--- config.mk ---
export PLATFORM = sky130hd
export DESIGN_NAME = ascii_command_line_parser
export DESIGN_NICKNAME = d
export VERILOG_FILES = /design/src/aclp_pkg.sv /design/src/aclp_kw_match.sv /design/src/aclp_parse_core.sv /design/src/ascii_command_line_parser.sv
export SDC_FILE = /design/constraint.sdc
export NUM_CORES = 1
export LEC_CHECK = 0
export ABC_CLOCK_PERIOD_IN_PS = 8500
export BUFFER_PORTS_ARGS = -buffer_cell sky130_fd_sc_hd__buf_2
export CORE_UTILIZATION = 45
export DETAILED_ROUTE_END_ITERATION = 10
export MAX_ROUTING_LAYER = met4
export SYNTH_ARGS = -nofsm -noshare
export SYNTH_HDL_FRONTEND = slang
export SYNTH_SLANG_ARGS = --single-unit
--- constraint.sdc ---
create_clock -name clk -period 8.5 [get_ports clk]
set_clock_uncertainty 0.1 [all_clocks]
set_input_delay 0.425 -clock clk [delete_from_list [all_inputs] [get_ports clk]]
set_output_delay 0.425 -clock clk [all_outputs]
set_load 0.03 [all_outputs]
--- src/aclp_pkg.sv ---
package aclp_pkg;

    localparam int VALUE_W = 32;

    localparam int NUM_CMD_WORDS = 10;
    localparam int NUM_TRG_WORDS = 5;
    localparam int NUM_DET_WORDS = 11;

    // Each keyword is three ASCII bytes, first byte in the top bits.
    localparam logic [23:0] CMD_WORDS [NUM_CMD_WORDS] = '{
        "REG", "PIN", "SET", "SAV", "DEF", "NFO", "VER", "RST", "LDE", "STE"
    };
    localparam logic [23:0] TRG_WORDS [NUM_TRG_WORDS] = '{
        "LMK", "LMX", "DAC", "LED", "VCO"
    };
    localparam logic [23:0] DET_WORDS [NUM_DET_WORDS] = '{
        "ENB", "GOE", "SYN", "OSC", "OUT", "PRT", "MIN", "MAX", "KBT", "DIV", "AUT"
    };

    typedef struct packed {
        logic [3:0] command_code;
        logic [2:0] target_code;
        logic [3:0] detail_code;
    } codes_t;

    typedef struct packed {
        logic [3:0]         command_code;
        logic [2:0]         target_code;
        logic [3:0]         detail_code;
        logic [VALUE_W-1:0] value;
        logic               ended_at_line_end;
    } record_t;

endpackage

--- src/aclp_kw_match.sv ---
module aclp_kw_match
(
    input  logic [23:0]    word,
    output aclp_pkg::codes_t codes
);

    always_comb
    begin
        codes = '0;
        // Scan downward so the lowest matching position wins.
        for (int i = aclp_pkg::NUM_CMD_WORDS - 1; i >= 0; i--)
        begin
            if (word == aclp_pkg::CMD_WORDS[i])
            begin
                codes.command_code = 4'(i + 1);
            end
        end
        for (int i = aclp_pkg::NUM_TRG_WORDS - 1; i >= 0; i--)
        begin
            if (word == aclp_pkg::TRG_WORDS[i])
            begin
                codes.target_code = 3'(i + 1);
            end
        end
        for (int i = aclp_pkg::NUM_DET_WORDS - 1; i >= 0; i--)
        begin
            if (word == aclp_pkg::DET_WORDS[i])
            begin
                codes.detail_code = 4'(i + 1);
            end
        end
    end

endmodule

--- src/aclp_parse_core.sv ---
module aclp_parse_core #(
    parameter int HEX_DIGITS = 8,
    parameter int DEC_DIGITS = 10
)
(
    input  logic              clk,
    input  logic              rst_n,
    input  logic              step,
    input  logic [7:0]        rx_byte,
    output logic              emit,
    output aclp_pkg::record_t rec
);

    localparam int MAX_DIGITS = (HEX_DIGITS > DEC_DIGITS) ? HEX_DIGITS : DEC_DIGITS;
    localparam int DIGIT_W    = $clog2(MAX_DIGITS + 1);

    localparam logic [7:0] CH_NUL   = 8'h00;
    localparam logic [7:0] CH_CR    = 8'h0D;
    localparam logic [7:0] CH_LF    = 8'h0A;
    localparam logic [7:0] CH_SPACE = 8'h20;
    localparam logic [7:0] CH_COMMA = 8'h2C;
    localparam logic [7:0] CH_LOW_X = 8'h78;
    localparam logic [7:0] CH_UP_X  = 8'h58;

    localparam logic [1:0] LAST_FIELD = 2'd3;

    typedef enum logic [5:0] {
        PH_SKIP  = 6'b000001,
        PH_WORD2 = 6'b000010,
        PH_WORD3 = 6'b000100,
        PH_HEX   = 6'b001000,
        PH_DEC   = 6'b010000,
        PH_TAIL  = 6'b100000
    } phase_t;

    phase_t                       phase_reg, phase_next;
    logic [1:0]                   field_index_reg, field_index_next;
    logic [7:0]                   first_char_reg, first_char_next;
    logic [7:0]                   second_char_reg, second_char_next;
    logic [3:0]                   command_reg, command_next;
    logic [2:0]                   target_reg, target_next;
    logic [3:0]                   detail_reg, detail_next;
    logic [aclp_pkg::VALUE_W-1:0] value_reg, value_next;
    logic [DIGIT_W-1:0]           digit_count_reg, digit_count_next;

    aclp_pkg::codes_t codes;
    logic             line_end;
    logic             dec_ok;
    logic             hex_ok;
    logic [3:0]       dec_digit;
    logic [3:0]       hex_digit;
    logic [DIGIT_W-1:0] digit_count_inc;

    aclp_kw_match u_kw_match
    (
        .word  ({first_char_reg, second_char_reg, rx_byte}),
        .codes (codes)
    );

    always_comb
    begin
        line_end = (rx_byte == CH_NUL) || (rx_byte == CH_CR) || (rx_byte == CH_LF);

        dec_ok    = 1'b0;
        dec_digit = 4'd0;
        hex_ok    = 1'b0;
        hex_digit = 4'd0;
        case (rx_byte) inside
            ["0":"9"]:
            begin
                dec_ok    = 1'b1;
                dec_digit = 4'(rx_byte - "0");
                hex_ok    = 1'b1;
                hex_digit = 4'(rx_byte - "0");
            end
            ["a":"f"]:
            begin
                hex_ok    = 1'b1;
                hex_digit = 4'(rx_byte - "a" + 8'd10);
            end
            ["A":"F"]:
            begin
                hex_ok    = 1'b1;
                hex_digit = 4'(rx_byte - "A" + 8'd10);
            end
            default:
            begin
                hex_ok = 1'b0;
            end
        endcase
    end

    assign digit_count_inc = digit_count_reg + DIGIT_W'(1);

    always_comb
    begin
        phase_next        = phase_reg;
        field_index_next  = field_index_reg;
        first_char_next   = first_char_reg;
        second_char_next  = second_char_reg;
        command_next      = command_reg;
        target_next       = target_reg;
        detail_next       = detail_reg;
        value_next        = value_reg;
        digit_count_next  = digit_count_reg;
        emit              = 1'b0;
        rec.command_code      = command_reg;
        rec.target_code       = target_reg;
        rec.detail_code       = detail_reg;
        rec.value             = value_reg;
        rec.ended_at_line_end = 1'b0;

        case (phase_reg)
            PH_SKIP:
            begin
                if (rx_byte == CH_SPACE)
                begin
                    phase_next = PH_SKIP;
                end
                else if (rx_byte == CH_COMMA)
                begin
                    if (field_index_reg == LAST_FIELD)
                    begin
                        emit = 1'b1;
                    end
                    else
                    begin
                        field_index_next = field_index_reg + 2'd1;
                    end
                end
                else if (line_end)
                begin
                    emit                  = 1'b1;
                    rec.ended_at_line_end = 1'b1;
                end
                else if (field_index_reg != LAST_FIELD)
                begin
                    first_char_next = rx_byte;
                    phase_next      = PH_WORD2;
                end
                else if ((rx_byte == CH_LOW_X) || (rx_byte == CH_UP_X))
                begin
                    digit_count_next = '0;
                    phase_next       = PH_HEX;
                end
                else if (dec_ok)
                begin
                    value_next       = aclp_pkg::VALUE_W'(dec_digit);
                    digit_count_next = DIGIT_W'(1);
                    phase_next       = (DEC_DIGITS <= 1) ? PH_TAIL : PH_DEC;
                end
                else
                begin
                    emit = 1'b1;
                end
            end
            PH_WORD2:
            begin
                second_char_next = rx_byte;
                phase_next       = PH_WORD3;
            end
            PH_WORD3:
            begin
                case (field_index_reg)
                    2'd0:    command_next = codes.command_code;
                    2'd1:    target_next  = codes.target_code;
                    default: detail_next  = codes.detail_code;
                endcase
                phase_next = PH_SKIP;
            end
            PH_HEX:
            begin
                if (!hex_ok)
                begin
                    emit                  = 1'b1;
                    rec.ended_at_line_end = line_end;
                end
                else
                begin
                    value_next       = {value_reg[aclp_pkg::VALUE_W-5:0], hex_digit};
                    digit_count_next = digit_count_inc;
                    if (digit_count_inc >= DIGIT_W'(HEX_DIGITS))
                    begin
                        phase_next = PH_TAIL;
                    end
                end
            end
            PH_DEC:
            begin
                if (!dec_ok)
                begin
                    emit                  = 1'b1;
                    rec.ended_at_line_end = line_end;
                end
                else
                begin
                    // Times ten as two shifted copies, wrapping at the word width.
                    value_next = (value_reg << 3) + (value_reg << 1)
                               + aclp_pkg::VALUE_W'(dec_digit);
                    digit_count_next = digit_count_inc;
                    if (digit_count_inc >= DIGIT_W'(DEC_DIGITS))
                    begin
                        phase_next = PH_TAIL;
                    end
                end
            end
            PH_TAIL:
            begin
                emit                  = 1'b1;
                rec.ended_at_line_end = line_end;
            end
            default:
            begin
                phase_next = PH_SKIP;
            end
        endcase

        // A finished record returns every field to its cleared value.
        if (emit)
        begin
            phase_next       = PH_SKIP;
            field_index_next = 2'd0;
            first_char_next  = 8'd0;
            second_char_next = 8'd0;
            command_next     = 4'd0;
            target_next      = 3'd0;
            detail_next      = 4'd0;
            value_next       = '0;
            digit_count_next = '0;
        end
    end

    always_ff @(posedge clk or negedge rst_n)
    begin
        if (!rst_n)
        begin
            phase_reg       <= PH_SKIP;
            field_index_reg <= 2'd0;
            first_char_reg  <= 8'd0;
            second_char_reg <= 8'd0;
            command_reg     <= 4'd0;
            target_reg      <= 3'd0;
            detail_reg      <= 4'd0;
            value_reg       <= '0;
            digit_count_reg <= '0;
        end
        else if (step)
        begin
            phase_reg       <= phase_next;
            field_index_reg <= field_index_next;
            first_char_reg  <= first_char_next;
            second_char_reg <= second_char_next;
            command_reg     <= command_next;
            target_reg      <= target_next;
            detail_reg      <= detail_next;
            value_reg       <= value_next;
            digit_count_reg <= digit_count_next;
        end
    end

    assert property (@(posedge clk) disable iff (!rst_n)
        (step && emit) |=> (phase_reg == PH_SKIP) && (field_index_reg == 2'd0)
            && (value_reg == '0))
        else $error("parser state not cleared after a record");

    assert property (@(posedge clk) disable iff (!rst_n)
        digit_count_reg <= DIGIT_W'(MAX_DIGITS))
        else $error("digit count beyond the longest number");

    assert property (@(posedge clk) disable iff (!rst_n)
        ((phase_reg == PH_WORD2) || (phase_reg == PH_WORD3)) |-> (field_index_reg != LAST_FIELD))
        else $error("keyword read in the number field");

endmodule

--- src/ascii_command_line_parser.sv ---
// Parses a received ASCII byte stream into command records, one byte per clock.
// Each accepted byte is held in an input register and processed once it can
// move on; a finished record is then loaded into an output register. The input
// stalls only while that output register holds a record that downstream has
// not taken yet, so with no output back-pressure the block sustains one byte
// every cycle.
module ascii_command_line_parser #(
    parameter int HEX_DIGITS = 8,
    parameter int DEC_DIGITS = 10
)
(
    input  logic        clk,
    input  logic        rst_n,
    input  logic        in_valid,
    output logic        in_stall,
    input  logic [7:0]  rx_byte,
    output logic        out_valid,
    input  logic        out_stall,
    output logic [3:0]  command_code,
    output logic [2:0]  target_code,
    output logic [3:0]  detail_code,
    output logic [31:0] value,
    output logic        ended_at_line_end
);

    logic              in_valid_reg, in_valid_next;
    logic [7:0]        in_byte_reg;
    logic              out_valid_reg, out_valid_next;
    aclp_pkg::record_t out_rec_reg;

    logic              fire;
    logic              accept;
    logic              emit;
    aclp_pkg::record_t rec;

    aclp_parse_core #(
        .HEX_DIGITS (HEX_DIGITS),
        .DEC_DIGITS (DEC_DIGITS)
    ) u_parse_core
    (
        .clk     (clk),
        .rst_n   (rst_n),
        .step    (fire),
        .rx_byte (in_byte_reg),
        .emit    (emit),
        .rec     (rec)
    );

    // The held byte moves on whenever the result register is free or being emptied.
    assign fire     = in_valid_reg && (!out_valid_reg || !out_stall);
    assign in_stall = in_valid_reg && !fire;
    assign accept   = in_valid && !in_stall;

    always_comb
    begin
        in_valid_next = in_valid_reg;
        if (accept)
        begin
            in_valid_next = 1'b1;
        end
        else if (fire)
        begin
            in_valid_next = 1'b0;
        end

        out_valid_next = out_valid_reg;
        if (fire && emit)
        begin
            out_valid_next = 1'b1;
        end
        else if (!out_stall)
        begin
            out_valid_next = 1'b0;
        end
    end

    always_ff @(posedge clk or negedge rst_n)
    begin
        if (!rst_n)
        begin
            in_valid_reg  <= 1'b0;
            out_valid_reg <= 1'b0;
        end
        else
        begin
            in_valid_reg  <= in_valid_next;
            out_valid_reg <= out_valid_next;
        end
    end

    always_ff @(posedge clk)
    begin
        if (accept)
        begin
            in_byte_reg <= rx_byte;
        end
        if (fire && emit)
        begin
            out_rec_reg <= rec;
        end
    end

    assign out_valid         = out_valid_reg;
    assign command_code      = out_rec_reg.command_code;
    assign target_code       = out_rec_reg.target_code;
    assign detail_code       = out_rec_reg.detail_code;
    assign value             = out_rec_reg.value;
    assign ended_at_line_end = out_rec_reg.ended_at_line_end;

    assert property (@(posedge clk) disable iff (!rst_n)
        in_stall |-> (in_valid_reg && out_valid_reg && out_stall))
        else $error("input stalled without a blocked record");

    assert property (@(posedge clk) disable iff (!rst_n)
        out_valid |-> (command_code <= 4'd10) && (target_code <= 3'd5)
            && (detail_code <= 4'd11))
        else $error("keyword code out of range");

    assert property (@(posedge clk) disable iff (!rst_n)
        (out_valid && out_stall) |=> out_valid && $stable(out_rec_reg))
        else $error("stalled record changed");

endmodule

==> impl_results.html <==
<table>
<tr><th>Metric</th><th>Value</th></tr>
<tr><th colspan="2">Synthesis</th></tr>
<tr><td>Mux share of post-synthesis cell area</td><td>around 1.8%</td></tr>
<tr><td>Post-synthesis sequential area ratio</td><td>42.9%</td></tr>
<tr><td>Dominant combinational cell family by area after synthesis</td><td>simple AND/OR/NAND/NOR gates</td></tr>
<tr><td>Compound-gate portion of the synthesized area</td><td>18.3%</td></tr>
<tr><td>Share of synthesized cell area in full adder, half adder and majority cells</td><td>11.3%</td></tr>
<tr><td>Share of synthesized registers carrying an async set or reset</td><td>58.4%</td></tr>
<tr><td>Count of distinct cell types in the synthesized netlist</td><td>80</td></tr>
<tr><td>Ys flop type</td><td>dfrtp_1</td></tr>
<tr><td>Number of enable flip-flop cells after synthesis</td><td>52</td></tr>
<tr><td>Simple-gate area share of the yosys netlist</td><td>20.1%</td></tr>
<tr><td>Warnings from Yosys</td><td>0</td></tr>
<tr><td>Average size of a mapped cell</td><td>9.61 µm²</td></tr>
<tr><td>Xor/xnor share of the synthesized area</td><td>2.77%</td></tr>
<tr><td>Syn Nets</td><td>904</td></tr>
<tr><td>Number of standard cells after synthesis</td><td>roughly 820</td></tr>
<tr><td>Syn Std Cell Area</td><td>between 7000 and 8000 µm²</td></tr>
<tr><td>Synthesized flop and latch total</td><td>approximately 130</td></tr>
<tr><th colspan="2">Clock tree</th></tr>
<tr><td>Clock Tree Root</td><td>clkbuf_16</td></tr>
<tr><td>Maximum root-to-sink buffer count</td><td>2</td></tr>
<tr><td>Post CTS Setup Buffer Count</td><td>0</td></tr>
<tr><td>Number of hold buffers added after CTS</td><td>0</td></tr>
<tr><td>Sinks on the clock net</td><td>around 130</td></tr>
<tr><td>Clock slew seen by the registers of the worst setup and hold paths</td><td>around 60 ps</td></tr>
<tr><td>Inserted Clock Buffers</td><td>17</td></tr>
<tr><td>H-tree lvl count</td><td>4</td></tr>
<tr><td>Clk Latency, worst-skew pair</td><td>roughly 430 ps</td></tr>
<tr><td>Post-cts repair resize count</td><td>0</td></tr>
<tr><td>CTS tree</td><td>done</td></tr>
<tr><th colspan="2">STA</th></tr>
<tr><td>Setup TNS after final layout</td><td>0 ps</td></tr>
<tr><td>Final setup violation count</td><td>0</td></tr>
<tr><td>Worst-case hold slack</td><td>between 30 and 40 ps</td></tr>
<tr><td>Min cycle time layout</td><td>4460 ps</td></tr>
<tr><td>Max-slew headroom</td><td>~16%</td></tr>
<tr><td>Setup repair after global routing missed its margin</td><td>false</td></tr>
<tr><td>Number of max-slew violations in the final report</td><td>0</td></tr>
<tr><td>Maximum clock frequency</td><td>224 MHz</td></tr>
<tr><td>Minimum setup slack in the final design</td><td>4040 ps</td></tr>
<tr><td>Final number of hold-violating endpoints</td><td>0</td></tr>
<tr><td>Final Cycle Share</td><td>a little over half</td></tr>
<tr><td>Transition at the pin with the smallest max-transition slack</td><td>roughly 1300 ps</td></tr>
<tr><th colspan="2">Worst setup path</th></tr>
<tr><td>Nature of the critical path endpoint</td><td>flop</td></tr>
<tr><td>CP Class</td><td>flop to flop</td></tr>
<tr><td>Highest fanout seen on the critical path</td><td>53</td></tr>
<tr><td>Path length in cells of the critical path</td><td>12</td></tr>
<tr><td>Arrival time of data at the critical path endpoint</td><td>around 4700 ps</td></tr>
<tr><td>Worst Setup Start Kind</td><td>flop</td></tr>
<tr><td>Number of cell instances on the worst register-to-register path</td><td>12</td></tr>
<tr><td>Delay of the slowest cell on the worst path</td><td>600 ps</td></tr>
<tr><td>Slowest cell on the critical path</td><td>inv_4</td></tr>
<tr><td>Crit path buffers/inverters</td><td>3</td></tr>
<tr><td>Required @ worst endpoint</td><td>~8700 ps</td></tr>
<tr><td>Worst path cell trace</td><td>inv_1 -&gt; ha_1 -&gt; nor3b_2 -&gt; a31oi_1 -&gt; a32oi_1 -&gt; o221a_1 -&gt; a31oi_4 -&gt; buf_4 -&gt; nand2_4 -&gt; inv_4 -&gt; nor2_4 -&gt; o31ai_1</td></tr>
<tr><td>Crit path max-delay family</td><td>compound AO/OA/AOI/OAI gates</td></tr>
<tr><th colspan="2">Finish</th></tr>
<tr><td>Non-filler cells, final</td><td>1,111</td></tr>
<tr><td>Fill cell total of the finished layout</td><td>1,531</td></tr>
<tr><td>Area occupied by multi-input gates</td><td>~4300 µm²</td></tr>
<tr><td>Commonest non-fill, non-tap cells in the layout</td><td>nand2_1, nor2_1, dfrtp_1, ha_1, buf_2</td></tr>
<tr><td>Fraction of final layout cells with drive strength greater than 1</td><td>13.2%</td></tr>
<tr><td>Storage cell area</td><td>3390 µm²</td></tr>
<tr><td>Commonest non-fill, non-tap cell in the layout</td><td>nand2_1</td></tr>
<tr><td>Antenna diode count</td><td>0</td></tr>
<tr><td>Net count, final</td><td>955</td></tr>
<tr><td>Area Overhead vs Synth</td><td>13.8%</td></tr>
<tr><th colspan="2">Route</th></tr>
<tr><td>Number of violations reported at the end of detailed-routing iteration 0</td><td>432</td></tr>
<tr><td>Via count normalized by instance count</td><td>6.02</td></tr>
<tr><td>Wire length reported by the detailed router</td><td>20,600 µm</td></tr>
<tr><td>Vias post-DR</td><td>6,691</td></tr>
<tr><td>Antenna Violating Nets Remaining</td><td>0</td></tr>
<tr><td>Length of the first detailed-routing pass in iterations</td><td>5</td></tr>
<tr><td>Average wire per cell in the routed design</td><td>18.5 µm</td></tr>
<tr><td>Post-route DRC violation count</td><td>0</td></tr>
<tr><th colspan="2">Placed design</th></tr>
<tr><td>Post-DP HPWL</td><td>about 15,000 µm</td></tr>
<tr><td>Post-Place Cells</td><td>about 1,100</td></tr>
<tr><td>Pre-CTS setup slack</td><td>slightly above 4000 ps</td></tr>
<tr><td>Count of buffers from port buffering</td><td>57</td></tr>
<tr><td>GPL Wtd Cong</td><td>0.991</td></tr>
<tr><th colspan="2">Floorplan</th></tr>
<tr><td>Core area</td><td>17,200 µm²</td></tr>
<tr><td>Height of the die</td><td>135 µm</td></tr>
<tr><td>Starting Density</td><td>between 40% and 50%</td></tr>
<tr><td>Top-level I/O count</td><td>58</td></tr>
<tr><td>Number of core rows</td><td>48</td></tr>
<tr><td>Horizontal die dimension</td><td>135 µm</td></tr>
<tr><td>Total Die Area</td><td>about 18,000 µm²</td></tr>
<tr><th colspan="2">Global routing</th></tr>
<tr><td>Global-route wire length before repair</td><td>33,700 µm</td></tr>
<tr><td>Maximum number of pins on one net before global-route repair</td><td>74</td></tr>
<tr><td>Total congestion overflow after global routing</td><td>0</td></tr>
<tr><td>Number of antenna violations at the first check in global routing</td><td>0</td></tr>
<tr><td>GRT Overall Usage</td><td>24.9%</td></tr>
<tr><td>Number of global-route vias before repair</td><td>6,432</td></tr>
<tr><th colspan="2">Flow run</th></tr>
<tr><td>Number of max-capacitance violations reported</td><td>0</td></tr>
<tr><th colspan="2">Run status</th></tr>
<tr><td>Run status</td><td>finished, final reports clean</td></tr>
<tr><th colspan="2">Pwr</th></tr>
<tr><td>Static leakage power</td><td>3.82 nW</td></tr>
<tr><td>VDD IR max</td><td>0.000156 V</td></tr>
<tr><td>Total Power Consumption</td><td>3.14 mW</td></tr>
<tr><td>Total power per unit cell area</td><td>between 300 and 400 nW/µm²</td></tr>
<tr><th colspan="2">Min path</th></tr>
<tr><td>Worst Hold Class</td><td>input pin to async pin</td></tr>
</table>
-- synth_stat cells, types with 8 or more instances --
master,number,area share (%)
a211oi_1,8,0.76
a21o_1,11,1.0
a21oi_1,46,2.9
a221oi_1,16,1.8
a31oi_1,13,1.0
and2_1,9,0.71
and3_1,9,0.71
clkbuf_1,18,0.85
dfrtp_1,72,23
edfxtp_1,52,20
ha_1,68,11
inv_1,20,0.95
nand2_1,93,4.4
nand2b_1,9,0.71
nand3_1,38,2.4
nand4_1,10,0.79
nor2_1,81,3.8
nor3_1,29,1.8
o21ai_0,43,2.7
o21ai_1,10,0.63
o31ai_1,8,0.76
xnor2_1,18,2.0
-- per-stage QoR --
| stage | utilization [%] | instance area (µm²) |
|---|---|---|
| 5_1_grt | 52.2 | 8990 |
| 3_5_place_dp | 48.5 | 8360 |
| 3_3_place_gp | 48.5 | 8360 |
| 6_report | 52.2 | 8990 |
| 2_1_floorplan | - | 7900 |
| 4_1_cts | 52.2 | 8990 |
-- worst paths after layout --
path                                                        start                                    endpoint  slack, ps
max reg2reg                              in_byte_reg[0]$_DFFE_PP_  u_parse_core.first_char_reg[1]$_DFFE_PN0P_       4040
max                                      in_byte_reg[0]$_DFFE_PP_  u_parse_core.first_char_reg[1]$_DFFE_PN0P_       4040
min in group clk                                       rx_byte[2]                    in_byte_reg[2]$_DFFE_PP_         70
min reg2reg                u_parse_core.target_reg[1]$_DFFE_PN0P_                    target_code[1]$_DFFE_PP_        350
max in group asynchronous                                   rst_n       u_parse_core.phase_reg[4]$_DFFE_PN0P_       7610
min                                                         rst_n      u_parse_core.detail_reg[3]$_DFFE_PN0P_         40
-- cell families after synthesis --
group,Yosys count
XOR/XNOR,25
buffers and inverters,51
AND/OR/NAND/NOR,325
AO/OA/AOI/OAI,214
multiplexers,12
adder cells (fa/ha/maj),70
flip-flops,125
-- power breakdown --
part / switching (mW) / leakage, nW / total (mW) / internal, mW
combinational: 0.825 / 2.08 / 1.42 / 0.591
sequential: 0.183 / 1.45 / 0.940 / 0.757
clock: 0.280 / 0.296 / 0.779 / 0.499
-- per-layer routing --
metal | track usage [%] | vias up | wire length, µm
met1 | 35.6 | 3251 | 10100
li1 | - | 3184 | -
met5 | - | - | 0
met3 | 4.43 | 31 | 1090
met2 | 35.5 | 225 | 9090
met4 | 7.99 | 0 | 263
-- area by class of cell --
cell class | instances | area share [%]
timing repair buffer | 61 | 3.53
multi-input combinational | 646 | 47.6
tap | 225 | 3.13
clock inverter | 13 | 2.12
inverter | 22 | 0.946
sequential | 125 | 37.7
clock buffer | 19 | 4.93
Power figures use the tool's default switching activity.
